**src/sv/lcr_pkg.sv**
```systemverilog
// shared types, constants and helpers for the longest consecutive run block
package lcr_pkg;

   localparam int MAX_ITEMS = 64;
   localparam int ADDR_W    = (MAX_ITEMS > 1) ? $clog2(MAX_ITEMS) : 1;
   localparam int CNT_W     = $clog2(MAX_ITEMS + 1);
   localparam int KEY_W     = 32;
   localparam int LEN_W     = 7;
   localparam int EXT_W     = (CNT_W > LEN_W) ? CNT_W : LEN_W;
   localparam logic [LEN_W-1:0] LEN_MAX  = {LEN_W{1'b1}};
   localparam logic [KEY_W-1:0] KEY_BIAS = {1'b1, {(KEY_W-1){1'b0}}};

   typedef struct packed {
      logic signed [KEY_W-1:0] value;
      logic                    last;
   } req_type;

   typedef struct packed {
      logic [LEN_W-1:0] longest_length;
      logic             overflowed;
   } rsp_type;

   // commands from controller to datapath
   typedef struct packed {
      logic load;
      logic clear;
      logic outer_start;
      logic outer_rd;
      logic take_key;
      logic scan_pred;
      logic scan_succ;
      logic scan_run;
      logic chase;
      logic commit;
      logic advance;
   } lcr_ctl_type;

   // status from datapath to controller
   typedef struct packed {
      logic key_min;
      logic key_max;
      logic hit;
      logic miss_done;
      logic outer_last;
   } lcr_sts_type;

   function automatic logic [LEN_W-1:0] sat_len(input logic [CNT_W-1:0] v);
      logic [EXT_W-1:0] x;
      x = EXT_W'(v);
      if (x > EXT_W'(LEN_MAX)) begin
         return LEN_MAX;
      end
      return x[LEN_W-1:0];
   endfunction

endpackage

```
**src/sv/lcr_ram.sv**
```systemverilog
// generic single-write, single-read ram with registered read data
module lcr_ram #(
   parameter int WIDTH = 32,
   parameter int DEPTH = 64
) (
   input  logic                                       clock,
   input  logic                                       wr_en,
   input  logic [((DEPTH > 1) ? $clog2(DEPTH) : 1)-1:0] wr_addr,
   input  logic [WIDTH-1:0]                           wr_data,
   input  logic                                       rd_en,
   input  logic [((DEPTH > 1) ? $clog2(DEPTH) : 1)-1:0] rd_addr,
   output logic [WIDTH-1:0]                           rd_data
);

   logic [WIDTH-1:0] mem_ff [DEPTH];
   logic [WIDTH-1:0] rd_data_ff;

   always_ff @(posedge clock) begin
      if (wr_en) begin
         mem_ff[wr_addr] <= wr_data;
      end
      if (rd_en) begin
         rd_data_ff <= mem_ff[rd_addr];
      end
   end

   assign rd_data = rd_data_ff;

endmodule

```
**src/sv/lcr_datapath.sv**
```systemverilog
// datapath: value store, counters, scan compare and best-length tracking
module lcr_datapath (
   input  logic                 clock,
   input  logic                 reset,
   input  lcr_pkg::req_type     req_payload,
   input  lcr_pkg::lcr_ctl_type ctl,
   output lcr_pkg::lcr_sts_type sts,
   output lcr_pkg::rsp_type     rsp_payload
);
   import lcr_pkg::*;

   logic [CNT_W-1:0]  count_ff, count_in;
   logic              ovf_ff, ovf_in;
   logic [ADDR_W-1:0] outer_ff, outer_in;
   logic [CNT_W-1:0]  scan_ff, scan_in;
   logic              rd_vld_ff, rd_vld_in;
   logic              rd_last_ff, rd_last_in;
   logic [KEY_W-1:0]  key_ff, key_in;
   logic [KEY_W-1:0]  target_ff, target_in;
   logic [CNT_W-1:0]  len_ff, len_in;
   logic [CNT_W-1:0]  best_ff, best_in;

   logic              full;
   logic              wr_en;
   logic              issue;
   logic              rd_en;
   logic [ADDR_W-1:0] rd_addr;
   logic [KEY_W-1:0]  rd_data;
   logic              hit;

   assign full  = (count_ff == CNT_W'(MAX_ITEMS));
   assign wr_en = ctl.load && !full;
   assign issue = ctl.scan_run && (scan_ff != count_ff);
   assign rd_en   = ctl.outer_rd || issue;
   assign rd_addr = ctl.outer_rd ? outer_ff : scan_ff[ADDR_W-1:0];

   lcr_ram #(
      .WIDTH (KEY_W),
      .DEPTH (MAX_ITEMS)
   ) u_store (
      .clock   (clock),
      .wr_en   (wr_en),
      .wr_addr (count_ff[ADDR_W-1:0]),
      .wr_data (req_payload.value ^ KEY_BIAS),
      .rd_en   (rd_en),
      .rd_addr (rd_addr),
      .rd_data (rd_data)
   );

   assign hit = rd_vld_ff && (rd_data == target_ff);

   always_comb begin
      count_in = count_ff;
      ovf_in   = ovf_ff;
      if (ctl.clear) begin
         count_in = '0;
         ovf_in   = 1'b0;
      end else if (ctl.load) begin
         if (full) begin
            ovf_in = 1'b1;
         end else begin
            count_in = count_ff + CNT_W'(1);
         end
      end
   end

   always_comb begin
      outer_in   = outer_ff;
      scan_in    = scan_ff;
      key_in     = key_ff;
      target_in  = target_ff;
      len_in     = len_ff;
      best_in    = best_ff;
      rd_vld_in  = issue;
      rd_last_in = issue && ((scan_ff + CNT_W'(1)) == count_ff);
      if (ctl.outer_start) begin
         outer_in = '0;
         best_in  = '0;
      end
      if (ctl.advance) begin
         outer_in = outer_ff + ADDR_W'(1);
      end
      if (ctl.take_key) begin
         key_in = rd_data;
         len_in = CNT_W'(1);
      end
      if (ctl.scan_pred) begin
         target_in = key_ff - KEY_W'(1);
         scan_in   = '0;
      end
      if (ctl.scan_succ) begin
         target_in = key_ff + KEY_W'(1);
         scan_in   = '0;
      end
      if (issue) begin
         scan_in = scan_ff + CNT_W'(1);
      end
      if (ctl.chase) begin
         key_in = target_ff;
         len_in = len_ff + CNT_W'(1);
      end
      if (ctl.commit && (len_ff > best_ff)) begin
         best_in = len_ff;
      end
   end

   always_ff @(posedge clock) begin
      if (reset) begin
         count_ff  <= '0;
         ovf_ff    <= 1'b0;
         rd_vld_ff <= 1'b0;
      end else begin
         count_ff  <= count_in;
         ovf_ff    <= ovf_in;
         rd_vld_ff <= rd_vld_in;
      end
   end

   always_ff @(posedge clock) begin
      outer_ff   <= outer_in;
      scan_ff    <= scan_in;
      rd_last_ff <= rd_last_in;
      key_ff     <= key_in;
      target_ff  <= target_in;
      len_ff     <= len_in;
      best_ff    <= best_in;
   end

   assign sts.key_min    = (key_ff == '0);
   assign sts.key_max    = (key_ff == '1);
   assign sts.hit        = hit;
   assign sts.miss_done  = rd_vld_ff && rd_last_ff && !hit;
   assign sts.outer_last = ((CNT_W'(outer_ff) + CNT_W'(1)) == count_ff);

   assign rsp_payload.longest_length = sat_len(best_ff);
   assign rsp_payload.overflowed     = ovf_ff;

endmodule

```
**src/sv/lcr_ctrl.sv**
```systemverilog
// controller: load phase, run search sequencing and result handshake
module lcr_ctrl (
   input  logic                 clock,
   input  logic                 reset,
   input  logic                 req_valid,
   input  logic                 req_last,
   output logic                 req_stall,
   output logic                 rsp_valid,
   input  logic                 rsp_stall,
   input  lcr_pkg::lcr_sts_type sts,
   output lcr_pkg::lcr_ctl_type ctl
);
   import lcr_pkg::*;

   localparam logic [3:0] S_LOAD       = 4'd0;
   localparam logic [3:0] S_INIT       = 4'd1;
   localparam logic [3:0] S_OUT_RD     = 4'd2;
   localparam logic [3:0] S_KEY        = 4'd3;
   localparam logic [3:0] S_PRED_START = 4'd4;
   localparam logic [3:0] S_PRED_SCAN  = 4'd5;
   localparam logic [3:0] S_SUCC_START = 4'd6;
   localparam logic [3:0] S_SUCC_SCAN  = 4'd7;
   localparam logic [3:0] S_COMMIT     = 4'd8;
   localparam logic [3:0] S_NEXT       = 4'd9;
   localparam logic [3:0] S_RESP       = 4'd10;

   logic [3:0] state_ff, state_in;
   logic       accept;

   assign req_stall = (state_ff != S_LOAD);
   assign rsp_valid = (state_ff == S_RESP);
   assign accept    = req_valid && !req_stall;

   always_comb begin
      state_in = state_ff;
      ctl      = '0;
      unique case (state_ff)
         S_LOAD: begin
            ctl.load = accept;
            if (accept && req_last) begin
               state_in = S_INIT;
            end
         end
         S_INIT: begin
            ctl.outer_start = 1'b1;
            state_in        = S_OUT_RD;
         end
         S_OUT_RD: begin
            ctl.outer_rd = 1'b1;
            state_in     = S_KEY;
         end
         S_KEY: begin
            ctl.take_key = 1'b1;
            state_in     = S_PRED_START;
         end
         S_PRED_START: begin
            // the smallest key has no predecessor
            if (sts.key_min) begin
               state_in = S_SUCC_START;
            end else begin
               ctl.scan_pred = 1'b1;
               state_in      = S_PRED_SCAN;
            end
         end
         S_PRED_SCAN: begin
            ctl.scan_run = 1'b1;
            priority if (sts.hit) begin
               state_in = S_NEXT;
            end else if (sts.miss_done) begin
               state_in = S_SUCC_START;
            end
         end
         S_SUCC_START: begin
            // no wrap past the largest key
            if (sts.key_max) begin
               state_in = S_COMMIT;
            end else begin
               ctl.scan_succ = 1'b1;
               state_in      = S_SUCC_SCAN;
            end
         end
         S_SUCC_SCAN: begin
            ctl.scan_run = 1'b1;
            priority if (sts.hit) begin
               ctl.chase = 1'b1;
               state_in  = S_SUCC_START;
            end else if (sts.miss_done) begin
               state_in = S_COMMIT;
            end
         end
         S_COMMIT: begin
            ctl.commit = 1'b1;
            state_in   = S_NEXT;
         end
         S_NEXT: begin
            if (sts.outer_last) begin
               state_in = S_RESP;
            end else begin
               ctl.advance = 1'b1;
               state_in    = S_OUT_RD;
            end
         end
         S_RESP: begin
            if (!rsp_stall) begin
               ctl.clear = 1'b1;
               state_in  = S_LOAD;
            end
         end
         default: begin
            state_in = S_LOAD;
         end
      endcase
   end

   always_ff @(posedge clock) begin
      if (reset) begin
         state_ff <= S_LOAD;
      end else begin
         state_ff <= state_in;
      end
   end

endmodule

```
**src/sv/longest_consecutive_run_top.sv**
```systemverilog
// top level of the longest consecutive run block
// The block collects a set of signed 32-bit values on the req channel, one
// transfer per cycle while req_stall is low, and stores up to MAX_ITEMS of
// them; further values of the set are dropped and reported through
// overflowed. The transfer with last set ends the set (it is stored too if
// there is room). Then req_stall goes high and the block searches its n
// stored values for the longest run of consecutive integers. For every
// stored value it fetches the value, runs a predecessor scan through the
// single read port of the store and then steps on. A value without a
// predecessor also gets successor scans that chase its run one value at a
// time, then a compare against the best length. Every copy of a run's lowest
// value chases the run again, so heavy duplication lengthens the search. The
// one result then sits on the rsp channel with rsp_valid high and holds
// steady while rsp_stall is high; once it is transferred the block clears
// its count and takes a new set the next cycle. Loading thus runs at one
// value per cycle, but the block takes no new set until the search and the
// result transfer are done. Reset returns the block to the loading phase
// with an empty store and the overflow flag cleared.
module longest_consecutive_run_top (
   input  logic             clock,
   input  logic             reset,
   input  logic             req_valid,
   output logic             req_stall,
   input  lcr_pkg::req_type req_payload,
   output logic             rsp_valid,
   input  logic             rsp_stall,
   output lcr_pkg::rsp_type rsp_payload
);
   import lcr_pkg::*;

   lcr_ctl_type ctl;
   lcr_sts_type sts;

   lcr_ctrl u_ctrl (
      .clock     (clock),
      .reset     (reset),
      .req_valid (req_valid),
      .req_last  (req_payload.last),
      .req_stall (req_stall),
      .rsp_valid (rsp_valid),
      .rsp_stall (rsp_stall),
      .sts       (sts),
      .ctl       (ctl)
   );

   lcr_datapath u_datapath (
      .clock       (clock),
      .reset       (reset),
      .req_payload (req_payload),
      .ctl         (ctl),
      .sts         (sts),
      .rsp_payload (rsp_payload)
   );

endmodule
```
**config.mk**
```make
export PLATFORM = sky130hd
export DESIGN_NAME = longest_consecutive_run_top
export DESIGN_NICKNAME = d
export VERILOG_FILES = /design/src/sv/lcr_pkg.sv /design/src/sv/lcr_ram.sv /design/src/sv/lcr_datapath.sv /design/src/sv/lcr_ctrl.sv /design/src/sv/longest_consecutive_run_top.sv
export SDC_FILE = /design/constraint.sdc
export NUM_CORES = 2
export LEC_CHECK = 0
export ABC_AREA = 1
export BUFFER_PORTS_ARGS = -buffer_cell sky130_fd_sc_hd__buf_2
export CAP_MARGIN = 20
export CORE_MARGIN = 2
export CORE_UTILIZATION = 48
export DETAILED_ROUTE_END_ITERATION = 8
export GPL_ROUTABILITY_DRIVEN = 0
export PLACE_DENSITY = 0.59
export SETUP_SLACK_MARGIN = 0.1
export SLEW_MARGIN = 20
export SYNTH_ARGS = -nofsm -noshare
export SYNTH_HDL_FRONTEND = slang
export SYNTH_SLANG_ARGS = --single-unit
```
**constraint.sdc**
```tcl
create_clock -name clock -period 4.5 [get_ports clock]
set_input_delay 0.675 -clock clock [delete_from_list [all_inputs] [get_ports clock]]
set_output_delay 0.675 -clock clock [all_outputs]
set_load 0.1 [all_outputs]
```
==> Yosys cells after proc, flatten, opt, wreduce, memory -nomap -nowiden <==
Memory sizes are Yosys's and may differ from the RTL's. A register that Yosys moved wholly into a read port is not among the register bits.
Cells that the tools add are included.
{ "word_totals": {"regBits": 105, "mem_bits_rw": 2048, "wordCells": 114, "output_inout_bits": 10, "n_memories": 1, "input_bits": 37} }
{ "mem_list": {"columns": ["memory", "depth", "word_bits", "read_ports", "rd_clocked_by_memory_dff", "write_ports", "line", "text"], "rows": [
  ["u_datapath.u_store.mem_ff", 64, 32, 1, 1, 1, "lcr_ram.sv:15", "logic [WIDTH-1:0] mem_ff [DEPTH];"]
]} }
{ "op_classes": {"bitwise_logic": 2, "n_eq_ne": 20, "magnitude_cmp": 2, "n_mux": 45, "add_sub_neg": 7, "n_reduce_logical": 26} }
{ "op_table": {"columns": ["operator", "n"], "rows": [
  ["32-bit two-way mux", 4],
  ["7-bit two-way mux", 9],
  ["4-bit case mux with 11 select lines", 1],
  ["32-bit by 1-bit adder with 32-bit output, second input constant", 1],
  ["32-bit equality test", 1],
  ["32-bit equality test, second input constant", 1],
  ["32-bit zero test", 1],
  ["4-bit two-way mux", 8],
  ["32-bit by 1-bit subtractor with 32-bit output, second input constant", 1],
  ["7-bit by 1-bit adder with 7-bit output, second input constant", 3],
  ["1-bit two-way mux", 19],
  ["6-bit two-way mux", 3],
  ["4-bit by 3-bit equality test with 1-bit output, second input constant", 4],
  ["7-bit equality test", 2],
  ["4-bit equality test, second input constant", 3],
  ["1-bit logical AND", 9],
  ["4-bit by 2-bit equality test with 1-bit output, second input constant", 2],
  ["2-bit nonzero test", 4],
  ["6-bit by 1-bit adder with 7-bit output, second input constant", 1],
  ["7-bit equality test, second input constant", 1],
  ["7-bit > comparator", 1],
  ["7-bit > comparator, second input constant", 1],
  ["7-bit != test", 1],
  ["6-bit by 1-bit adder with 6-bit output, second input constant", 1],
  ["14 further kinds", 20]
]} }

==> Longest topological paths before layout <==
{ "depth": {"word_depth": 7, "mapped_depth": 19, "mapped_depth_nobuf": 19} }

==> By module <==
A second synthesis with hierarchy kept.
{ "unflattened": {"hier_cells": 7929, "hier_area_um2": 91043.6} }
{ "by_module_without_submodules": {"columns": ["module", "cells_each", "instances", "area_each_um2", "seq_area_each_um2"], "rows": [
  ["lcr_ram", 6769, 1, 83058.4, 62459.9],
  ["lcr_datapath", 1081, 1, 7556.0, 2932.8],
  ["lcr_ctrl", 79, 1, 429.2, 80.1]
]} }

==> Worst setup path after synthesis <==
OpenSTA, ideal clock, no wires.
{ "synth_timing": {"kind": "reg-to-reg", "startpoint": "reg u_ctrl.state_ff[1]", "endpoint": "mem u_datapath.u_store.mem_ff[63][0] (enable)", "path_buffers": 0, "setup_ps": 463, "arrival_time_ps": 3906, "path_slack_ps": 130, "path_stages_with_launch": 10, "path_cell_list": "dfxtp_1 > nor2_1 > inv_1 > nor2_1 > inv_1 > nor2_1 > nand2_1 > inv_1 > nand2_1 > nor3_1"} }
{ "synth_between": {"elab_chain_cells": 7, "elab_cells_between_ends": 8} }
{ "synth_lines": {"columns": ["element", "line", "text"], "rows": [
  ["from (decl)", "lcr_ctrl.sv:27", "logic [3:0] state_ff, state_in;"],
  ["from (signal assigned)", "lcr_ctrl.sv:119", "state_ff <= state_in;"],
  ["4-bit nonzero test", "lcr_ctrl.sv:30", "assign req_stall = (state_ff != S_LOAD);"],
  ["via req_stall", "longest_consecutive_run_top.sv:23", "output logic req_stall,"],
  ["1-bit zero test", "lcr_ctrl.sv:32", "assign accept = req_valid && !req_stall;"],
  ["1-bit logical AND", "lcr_ctrl.sv:32", null],
  ["1-bit two-way mux", "lcr_ctrl.sv:37", "unique case (state_ff)"],
  ["1-bit logical AND", "lcr_datapath.sv:32", "assign wr_en = ctl.load && !full;"],
  ["1-bit two-way mux", "lcr_ram.sv:19", "if (wr_en) begin"],
  ["1-bit two-way mux (not written as such)", "lcr_ram.sv:20", "mem_ff[wr_addr] <= wr_data;"],
  ["to (decl)", "lcr_ram.sv:15", null]
]} }
The timed path passes the listed nets, and every way through them passes these cells.

==> Worst setup path in the final report <==
{ "layout_timing": {"startpoint": "reg u_ctrl.state_ff[1]", "endpoint": "reg u_datapath.u_store.rd_data_ff[24] (netlist: u_datapath.u_store.rd_data[24]), read port of u_datapath.u_store.mem_ff, data pin"} }
{ "layout_between": {"elab_chain_cells": 5, "elab_cells_between_ends": 9} }
{ "layout_lines": {"columns": ["element", "line", "text"], "rows": [
  ["4-bit by 3-bit equality test with 1-bit output", "lcr_ctrl.sv:37", null],
  ["2-bit OR reduction (no source line)", null, null],
  ["1-bit two-way mux", "lcr_ctrl.sv:37", null],
  ["1-bit logical AND", "lcr_datapath.sv:33", "assign issue = ctl.scan_run && (scan_ff != count_ff);"],
  ["1-bit logical OR", "lcr_datapath.sv:34", "assign rd_en = ctl.outer_rd || issue;"],
  ["to (decl)", "lcr_ram.sv:16", "logic [WIDTH-1:0] rd_data_ff;"]
]} }
Several ways; a longest one is shown, not always the timed one.
A chain may end at the register's enable or synchronous reset.

==> out/results.tsv <==
metric	value	unit
Tcrit/Tclk final	89.4	%
Final #Nets	8313	
Design Power	45.2	mW
post-synth top area share	70.6	%
CP cell instances	inv_2, nor2_1, nand2_2, o21ai_4, inv_16, buf_12, buf_12, o211ai_1, o211ai_1, nand3_1, nand3_1, nand3_1, nand2_1	
mux share of post-synthesis cell area	0	%
Worst-Margin Slew	1.20	ns
metal2 WL	125000	um
Synth area leaders	edfxtp_1 71%, nand2_1 13%, nand3_1 4.9%	
compound-gate portion of the synthesized area	3.92	%
Max-slew headroom	20.0	%
Pre-Repair DR Iteration Count	8	
Critical Path AT	4.66	ns
final hold vios	0	
Comb power frac	10.5	%
GRT Overall Usage	28.1	%
internal power	33.6	mW
TNS Setup	0	ns
largest net degree at the start of global routing	145	
hold buffer count at CTS	0	
Die Wd	443	um
sw frac	25.7	%
outcome	finished, final reports clean	
Seq/Total Area, Yosys	70.9	%
Ports	47	
worst hold path depth	2	
routed metal-1 wirelength	118000	um
unrepaired setup endpoints after global routing	false	
Worst path slowest cell	o21ai_4	
Num CTS Buffers	223	
post-synthesis simple-gate area fraction	20.1	%
ratio of cells with drive above 1 in the final layout	8.60	%
HPWL Detailed	164000	um
area grow syn2layout	11.9	%
Worst R2R Path Depth	13	
DR iter-0 viols	7258	
clock latency on the worst-skew pair	0.88	ns
largest buffer count on any clock path	3	
EDFF count, synth	2171	
largest family of logic cells by synthesized area	simple AND/OR/NAND/NOR gates	
count leader, synth	nand2_1	
clk root buf	clkbuf_16	
CP Capture Type	flip-flop	
Max Fclk	0.248	GHz
initial antenna violation count	10	
Cells after Synth	8202	
clock share of power	39.4	%
GR Overflow Total	0	
Clock Sink Count	2185	
asr flop ratio synth	0	%
Sequential Power Share	50.1	%
die height	443	um
max incr delay on CP	0.63	ns
first-pass GRT wire length	404000	um
skew final	0.0401	ns
max cap viols	0	
met3 wire length	24500	um
WP data required	5.14	ns
CP most frequent cell	nand3_1	
antenna-violating nets left	0	
Initial Util	48.4	%
final WL	279000	um
routed via count	62100	
synth unique cells	44	
CORE AREA	191000	um2
worst-path fanout max	144	
synthesized flop and latch total	2185	
# rows	160	
min-delay worst type	primary input to flip-flop	
WL per Instance	25.5	um
Post-synth top cells	3228 x nand2_1, 2171 x edfxtp_1, 908 x nand3_1	
Port Buffer Count	46	
Startpoint Class	flip-flop	
PwrDens	438	nW/um2
syn_area_per_cell	11.3	um2
Synth area leader	edfxtp_1	
fin crit period	4.03	ns
xor-xnor portion of the synthesized cell area	0.546	%
Psw	11.6	mW
top layer in use	met5	
Vias/cell	5.68	
post-cts sizing count	0	
vias in the first global route	58700	
H-tree depth	4	
Setup Crit Path Kind	flip-flop to flip-flop	
final setup fails	0	
Synth Area in Adders	0.604	%
Most used DFF post-synth	edfxtp_1	
Synth warnings	0	
register area	65500	um2
peak supply drop	0.000381	V
area of the die	196000	um2
fillers	16100	
CTS tree	built	
clock slew at reported path FFs	0.06	ns
Leak	38.5	nW
multi-input combinational cell area	23700	um2
Max Slew Vio Count	0	
Setup Buffers After CTS	0	
Post-Syn Area	92300	um2
Post-Syn Nets	8283	
DRC Markers	0	
==> per-layer routing <==
layer / global-route usage, % / up-vias
li1: - / 28300
met1: 40.4 / 30600
met2: 42.8 / 2745
met3: 4.76 / 405
met4: 11.0 / 2
met5: 0 / -
==> state kept, by name, summed over array words and instances (netlist names) <==
signal	cells
u_datapath.target_ff	32
u_datapath.rd_last_ff	1
u_datapath.best_ff	7
u_datapath.u_store.rd_data	32
u_datapath.rd_vld_ff	1
u_datapath.u_store.mem_ff	2048
u_datapath.ovf_ff	1
u_ctrl.state_ff	4
u_datapath.key_ff	32
u_datapath.scan_ff	7
u_datapath.outer_ff	6
u_datapath.count_ff	7
u_datapath.len_ff	7
==> path summary, 6_finish.rpt <==
kind / from / slack (ns) / to
hold / removal: reset / 0.07 / u_ctrl.state_ff[3]$_SDFFE_PP0P_
hold reg to reg: u_ctrl.state_ff[1]$_SDFFE_PP0P_ / 0.57 / u_ctrl.state_ff[1]$_SDFFE_PP0P_
setup / recovery: u_ctrl.state_ff[1]$_SDFFE_PP0P_ / 0.47 / u_datapath.u_store.rd_data[24]$_DFFE_PP_
setup reg to reg: u_ctrl.state_ff[1]$_SDFFE_PP0P_ / 0.47 / u_datapath.u_store.rd_data[24]$_DFFE_PP_
==> worst max-delay path: cells and delay by family (launching register included) <==
family | cells | cell delay, ns
AND/OR/NAND/NOR | 6 | 1.32
buffers and inverters | 4 | 0.99
AO/OA/AOI/OAI | 3 | 0.85
flip-flops | 1 | 0.45
==> through the flow <==
stage,instances,area (um2),util [%],worst slack [ns],hold slack [ns]
finish,10900,103000,54.2,0.475,0.0742
global route,10900,103000,54.2,0.345,0.0548
CTS,10900,103000,54.2,0.637,0.0147
detailed placement,10500,96300,50.5,0.612,0.550
global placement,10500,96300,50.5,0.623,0.548
floorplan,8202,92300,-,0.130,0.438
==> power by group through the flow <==
stage	clock network [mW]	logic [mW]	registers, mW
2_1_floorplan	0	2.66	23.0
3_3_place_gp	0	4.68	23.1
3_5_place_dp	0	4.71	23.1
4_1_cts	18.0	4.73	22.7
5_1_grt	18.8	5.12	22.7
6_report	17.8	4.77	22.7
==> placed cells by master, fill, tap and decap left out, drive strengths merged, types with 106 or more instances in the layout <==
master / netlist / routed
nor2: 293 / 293
nand3: 908 / 908
o211ai: 324 / 324
o21ai: 135 / 135
inv: 332 / 334
clkbuf: 115 / 287
buf: 372 / 292
clkinv: 0 / 106
nand2: 3232 / 3232
edfxtp: 2171 / 2171
==> cell type report <==
cell class	count	area share, %
multi-input cells	5198	23.0
well taps	2511	3.04
inverters	332	1.24
diodes	2	0.00485
repair buffers	292	2.61
clock inverters	123	1.04
clock buffers	287	5.70
flip-flops and latches	2185	63.4
==> cells by family (layout without fill, tap and decap cells) <==
| group | Yosys count | in the layout |
|---|---|---|
| AO/OA/AOI/OAI | 543 | 543 |
| XOR/XNOR | 56 | 56 |
| adder cells (fa/ha/maj) | 44 | 44 |
| buffers and inverters | 819 | 1034 |
| flip-flops | 2185 | 2185 |
| other | 0 | 2 |
| AND/OR/NAND/NOR | 4555 | 4555 |
No activity file was read; power rests on OpenSTA's default activity.
